==> config.mk <==
export PLATFORM = sky130hd
export DESIGN_NAME = nps_ctrl
export DESIGN_NICKNAME = d
export VERILOG_FILES = /design/src/hdl/nps_pkg.sv /design/src/hdl/nps_ctrl.sv
export SDC_FILE = /design/constraint.sdc
export NUM_CORES = 1
export LEC_CHECK = 0
export ABC_AREA = 1
export BUFFER_PORTS_ARGS = -buffer_cell sky130_fd_sc_hd__buf_2
export CORE_UTILIZATION = 41
export DETAILED_ROUTE_END_ITERATION = 6
export GPL_TIMING_DRIVEN = 0
export PLACE_DENSITY = 0.73
export SLEW_MARGIN = 25
export SYNTH_ARGS = -nofsm -noshare
export SYNTH_HDL_FRONTEND = slang
export SYNTH_SLANG_ARGS = --single-unit
==> constraint.sdc <==
create_clock -name clk -period 1.2 [get_ports clk]
set_clock_uncertainty 0.15 [all_clocks]
set_input_delay 0.18 -clock clk [delete_from_list [all_inputs] [get_ports clk]]
set_output_delay 0.18 -clock clk [all_outputs]
set_load 0.05 [all_outputs]
==> src/hdl/nps_pkg.sv <==
// ----------------------------------------------------------------------------
// nps_pkg
// Shared types and constants for the nearest pick search block.
// ----------------------------------------------------------------------------
`default_nettype none

package nps_pkg;

    localparam int TABLE_ENTRIES = 4096;
    localparam int IDX_W         = $clog2(TABLE_ENTRIES);
    localparam int CNT_W         = IDX_W + 1;
    localparam int RAD_W         = 40;
    localparam int ROOT_W        = RAD_W / 2;
    localparam int STEP_W        = $clog2(ROOT_W);
    localparam int DIV5_SHIFT    = 22;
    localparam logic [ROOT_W-1:0] DIV5_MUL = 20'hCCCCD;

    localparam logic [CNT_W-1:0] TABLE_FULL = CNT_W'(TABLE_ENTRIES);

    localparam logic CFG_ZOOM = 1'b0;
    localparam logic CFG_VPH  = 1'b1;

    localparam logic [15:0] ZOOM_RESET = 16'd256;
    localparam logic [12:0] VPH_RESET  = 13'd1024;

    localparam logic [1:0] STATUS_OK   = 2'd0;
    localparam logic [1:0] STATUS_MISS = 2'd1;
    localparam logic [1:0] STATUS_FULL = 2'd2;

    typedef enum logic [1:0] {
        FUNC_CLEAR = 2'd0,
        FUNC_ADD   = 2'd1,
        FUNC_QUERY = 2'd2,
        FUNC_NONE  = 2'd3
    } func_t;

    typedef enum logic [1:0] {
        RES_OK   = 2'd0,
        RES_MISS = 2'd1,
        RES_FULL = 2'd2,
        RES_HIT  = 2'd3
    } res_kind_t;

    typedef struct packed {
        logic signed [15:0] x;
        logic signed [15:0] y;
        logic [9:0]         depth;
        logic [15:0]        reach;
        logic [31:0]        wx;
        logic [31:0]        wy;
        logic [31:0]        wz;
        logic [31:0]        id;
        logic [7:0]         layer;
        logic [7:0]         obj_type;
    } entry_t;

    typedef struct packed {
        logic      capture;
        logic      clear;
        logic      add_write;
        logic      scan_clear;
        logic      idx_inc;
        logic      rd_en;
        logic      rd_best;
        logic      take_best;
        logic      sqrt_start;
        logic      thr_load;
        logic      res_load;
        res_kind_t res_kind;
        logic      depth_mode;
    } cmd_t;

    typedef struct packed {
        func_t func;
        logic  full;
        logic  count_zero;
        logic  idx_last;
        logic  better;
        logic  sqrt_done;
        logic  best_valid;
        logic  best_type_one;
        logic  out_free;
    } sts_t;

endpackage

`default_nettype wire

==> src/hdl/nps_ctrl.sv <==
// ----------------------------------------------------------------------------
// nps_ctrl
// Sequencer for clear, add and the one or two query scans.
// ----------------------------------------------------------------------------
`default_nettype none

module nps_ctrl (
    input  wire logic           clk,
    input  wire logic           rst_n,
    input  wire logic           in_valid,
    output logic                in_ready,
    input  wire nps_pkg::sts_t  sts,
    output nps_pkg::cmd_t       cmd
);
    import nps_pkg::*;

    typedef enum logic [3:0] {
        S_IDLE,
        S_DECODE,
        S_SCAN_RD,
        S_E1,
        S_E2,
        S_E3,
        S_CMP,
        S_SQRT,
        S_DIV,
        S_MSEL,
        S_SQR,
        S_ADV,
        S_BEST_RD,
        S_BEST_CHK,
        S_DONE
    } state_t;

    state_t    state_reg;
    state_t    state_next;
    logic      pass_reg;
    logic      pass_next;
    res_kind_t kind_reg;
    res_kind_t kind_next;

    always_ff @(posedge clk or negedge rst_n)
    begin
        if (!rst_n)
        begin
            state_reg <= S_IDLE;
            pass_reg  <= 1'b0;
            kind_reg  <= RES_OK;
        end
        else
        begin
            state_reg <= state_next;
            pass_reg  <= pass_next;
            kind_reg  <= kind_next;
        end
    end

    assign in_ready = (state_reg == S_IDLE);

    always_comb
    begin
        state_next     = state_reg;
        pass_next      = pass_reg;
        kind_next      = kind_reg;
        cmd            = '0;
        cmd.res_kind   = kind_reg;
        cmd.depth_mode = pass_reg;

        case (state_reg)
            S_IDLE:
            begin
                if (in_valid)
                begin
                    cmd.capture = 1'b1;
                    state_next  = S_DECODE;
                end
            end
            S_DECODE:
            begin
                kind_next  = RES_OK;
                state_next = S_DONE;
                case (sts.func)
                    FUNC_CLEAR: cmd.clear = 1'b1;
                    FUNC_ADD:
                    begin
                        if (sts.full)
                            kind_next = RES_FULL;
                        else
                            cmd.add_write = 1'b1;
                    end
                    FUNC_QUERY:
                    begin
                        if (sts.count_zero)
                            kind_next = RES_MISS;
                        else
                        begin
                            cmd.scan_clear = 1'b1;
                            pass_next      = 1'b0;
                            state_next     = S_SCAN_RD;
                        end
                    end
                    default: kind_next = RES_OK;
                endcase
            end
            S_SCAN_RD:
            begin
                cmd.rd_en  = 1'b1;
                state_next = S_E1;
            end
            S_E1: state_next = S_E2;
            S_E2: state_next = S_E3;
            S_E3: state_next = S_CMP;
            S_CMP:
            begin
                if (sts.better)
                begin
                    cmd.take_best  = 1'b1;
                    cmd.sqrt_start = 1'b1;
                    state_next     = S_SQRT;
                end
                else
                    state_next = S_ADV;
            end
            S_SQRT:
            begin
                if (sts.sqrt_done)
                    state_next = S_DIV;
            end
            S_DIV:  state_next = S_MSEL;
            S_MSEL: state_next = S_SQR;
            S_SQR:
            begin
                cmd.thr_load = 1'b1;
                state_next   = S_ADV;
            end
            S_ADV:
            begin
                if (sts.idx_last)
                begin
                    if (sts.best_valid)
                        state_next = S_BEST_RD;
                    else
                    begin
                        kind_next  = RES_MISS;
                        state_next = S_DONE;
                    end
                end
                else
                begin
                    cmd.idx_inc = 1'b1;
                    state_next  = S_SCAN_RD;
                end
            end
            S_BEST_RD:
            begin
                cmd.rd_en   = 1'b1;
                cmd.rd_best = 1'b1;
                state_next  = S_BEST_CHK;
            end
            S_BEST_CHK:
            begin
                if (!pass_reg && sts.best_type_one)
                begin
                    pass_next      = 1'b1;
                    cmd.scan_clear = 1'b1;
                    state_next     = S_SCAN_RD;
                end
                else
                begin
                    kind_next  = RES_HIT;
                    state_next = S_DONE;
                end
            end
            S_DONE:
            begin
                if (sts.out_free)
                begin
                    cmd.res_load = 1'b1;
                    state_next   = S_IDLE;
                end
            end
            default: state_next = S_IDLE;
        endcase
    end

endmodule

`default_nettype wire

==> out/qor_table.md <==
| Quantity | Reported | Unit |
| --- | --- | --- |
| Layout Cell Area excl Fill | 1150 | sq um |
| Via count | 827 | - |
| Clock tree buffer depth | 2 | - |
| Post-place instance area | 920 | sq um |
| # setup viols final | 20 | - |
| Post-route core utilization | 76.5 | % |
| Final clock period utilization by the worst path | 144 | % |
| Transition time at the pin with the least slew margin | 0.249 | ns |
| Critical path type | reg -> out | - |
| Result of the run | complete, but fails checks | - |
| TritonCTS clock tree | built | - |
| Global route total overflow | 0 | - |
| Sequential cell area fraction in the yosys report | 26.3 | % |
| Number of violations of the max-capacitance limit | 0 | - |
| Critical path data required time | 0.87 | ns |
| TritonCTS Sinks | 7 | - |
| # diodes | 0 | - |
| Synthesized netlist net count | 125 | - |
| Maximum clock frequency | 579 | MHz |
| TritonCTS buffer count | 3 | - |
| Vias in the first global route | 767 | - |
| Worst reg-to-reg path cell count | 8 | - |
| Min Clock Period, post-route | 1.73 | ns |
| Final-stage net count | 166 | - |
| Worst hold path type | in -> reg | - |
| Netlist area before placement | 666 | sq um |
| Worst Hold Depth | 5 | - |
| Unrepaired setup endpoints after global routing | true | - |
| Clk Latency, worst-skew pair | 0.24 | ns |
| Die span in x | 42.3 | um |
| Leakage | 0.590 | nW |
| Count of nets left with antenna violations after detail routing | 0 | - |
| Number of top-level design ports | 28 | - |
| H-tree depth reported by CTS | 1 | - |
| Worst slew slack as a fraction of its limit | 83.5 | % |
| Power density of the placed cells | 2380 | nW/um^2 |
| GRT Resource Usage Total | 21.7 | % |
| Clock tree root driver cell | clkbuf_4 | - |
| Main combinational cell family by area after synthesis | simple AND/OR/NAND/NOR gates | - |
| Max IR drop VDD | 2030 | uV |
| Share of layout cells above drive strength 1 | 53.7 | % |
| Core footprint | 1510 | sq um |
| Min setup slack post-route | -0.527 | ns |
| Number of register bits inferred by synthesis | 7 | - |
| Max reg flops | 4 | - |
| Weighted congestion reported at the end of routability-driven placement | 0.878 | - |
| Arrival time at the worst endpoint | 1.40 | ns |
| Post-synth cell types | 22 | - |
| Worst slack after detailed placement | -0.457 | ns |
| Global-route met3 utilization | 2.16 | % |
| Worst hold slack | 0.107 | ns |
| Number of design rule violations left after detail routing | 1 | - |
| Vias/cell | 5.01 | - |
| Multiplexer share of the synthesized area | 0 | % |
| Syn avg cell area | 6.11 | sq um |
| Detail Placement HPWL | 1350 | um |
| Total of warnings raised by yosys | 0 | - |
| Number of rows in the core area | 14 | - |
| Number of standard cells after synthesis | 109 | - |
| Simple-gate area share of the yosys netlist | 43.6 | % |
| GR met1 Demand/Resource | 29.0 | % |
| Die outline height | 42.3 | um |
| Final number of hold-violating endpoints | 0 | - |
| Highest-utilization routing layer at the global route stage | met2 | - |
| DRT Wirelength | 1830 | um |
| Largest net degree at the start of global routing | 8 | - |
| Xor and xnor fraction of the mapped netlist area | 0 | % |
| Compound-Gate Fraction of Synth Area | 10.9 | % |
| Global-route wire length before repair | 3060 | um |
| Initial cell density of the core | 44.2 | % |
| Initial drt markers | 24 | - |
| Max-slew violation total from the final report | 0 | - |
| Filler instances | 116 | - |
| Pre-Repair DR Iteration Count | 6 | - |
| Clock-pin transition on the worst setup and hold timing paths | 0.05 | ns |
| Startpoint Class | register | - |
| Area grow syn2layout | 73.1 | % |
| Critical path peak fanout | 5 | - |
| Die Footprint | 1790 | sq um |
| Detailed-route wire length per cell | 11.1 | um |
| Synthesized-area fraction occupied by adder cells | 5.64 | % |
| Global routing usage on met2 | 37.5 | % |
| PortBufs | 27 | - |
| Violated checks | DRC, setup timing | - |
| Post-route total power | 2.74 | mW |
| Kind of end point of the critical path | output port | - |
| Antenna violations before repair | 0 | - |
## metrics by stage
| step | std cells | setup TNS (ns) |
|---|---|---|
| final | 165 | -7.02 |
| after floorplan | 109 | -3.01 |
| after CTS | 164 | -6.70 |
| after global placement | 152 | -5.32 |
| after detailed placement | 152 | -5.35 |
| after global routing | 165 | -8.37 |
## layout make-up
| cell class | count | area (sq um) | share of cell area [%] |
|---|---|---|---|
| Buffer | 2 | 26.3 | 2.28 |
| Clock buffer | 4 | 26.3 | 2.28 |
| Multi-Input combinational cell | 80 | 513 | 44.5 |
| Sequential cell | 7 | 180 | 15.6 |
| Timing Repair Buffer | 36 | 293 | 25.4 |
| Inverter | 20 | 93.8 | 8.14 |
| Tap cell | 16 | 20.0 | 1.74 |
## path summary, 6_finish.rpt
path                              start           end  slack, ns
hold reg to reg             kind_reg[1]   kind_reg[1]       0.31
hold / removal                   sts[6]   kind_reg[0]       0.11
setup reg to reg           state_reg[1]  state_reg[3]      -0.31
min in group asynchronous         rst_n      pass_reg       0.15
max in group asynchronous         rst_n  state_reg[3]       0.59
setup / recovery           state_reg[3]       cmd[10]      -0.53
## timing repair
| item | CTS | global route |
|---|---|---|
| buffers inserted | 9 | 1 |
| hold buffers | 1 | 0 |
| hold endpoints to repair | 7 | 0 |
| gates cloned | 0 | 0 |
| endpoints found under the setup margin | 20 | 21 |
| pin swaps | 4 | 0 |
| gates resized for setup | 38 | 7 |
## report_power, final
group	internal [mW]	total (mW)	switching (mW)
registers	0.360	0.533	0.172
clock network	0.126	0.204	0.0774
logic	0.751	2.01	1.25
## cells in the mapped netlist
library cell  instances  area share (%)
nand3_1              10             7.5
inv_2                 6             3.4
ha_1                  3             5.6
nand4_1               1            0.94
o31ai_1               1             1.1
buf_4                 2             2.3
nor2_4                1             1.7
o21ai_1               3             2.3
a21oi_1               1            0.75
inv_1                14             7.9
dfrtp_1               7              26
a41oi_1               1             1.3
nor2_2                3             2.8
nand3_2               1             1.5
nand2_1              29              16
o21ai_2               1             1.3
o21ai_0               4             3.0
nand3b_1              1             1.1
nor2_1               16             9.0
nor3_1                1            0.75
o21bai_1              1             1.1
nand2_2               2             1.9
## metal layers
| metal | wire [um] | vias to the layer above |
|---|---|---|
| met5 | 0 | - |
| met4 | 8 | 0 |
| met3 | 117 | 2 |
| met2 | 914 | 32 |
| met1 | 787 | 372 |
| li1 | - | 421 |
## kinds of logic after synthesis
| kind of cell | count (synthesis) |
|---|---|
| simple gates | 65 |
| buf+inv | 22 |
| flops | 7 |
| fa+ha+maj | 3 |
| compound gates | 12 |
## worst max-delay path, stage by stage (launching register included)
cell and delay, ns:
dfrtp_2 0.45, inv_2 0.12, nand2_4 0.07, nor2_4 0.14
inv_4 0.07, o21ai_4 0.13, buf_6 0.17
## cells in the final DEF (no fill, tap or decap), types with 3 or more instances in the layout
master,instances
nand3_2,3
nor2_4,7
nand2_2,5
dfrtp_2,4
nor2_1,8
nor2_2,5
buf_4,9
buf_8,3
inv_1,10
buf_2,13
nand2_4,3
o21ai_1,3
nand3_1,8
clkbuf_4,4
o21ai_0,3
nand2_1,23
dfrtp_1,3
inv_2,4
inv_4,3
buf_6,11
clkinvlp_4,3
ha_1,3
(Power assumes the default switching activity.)
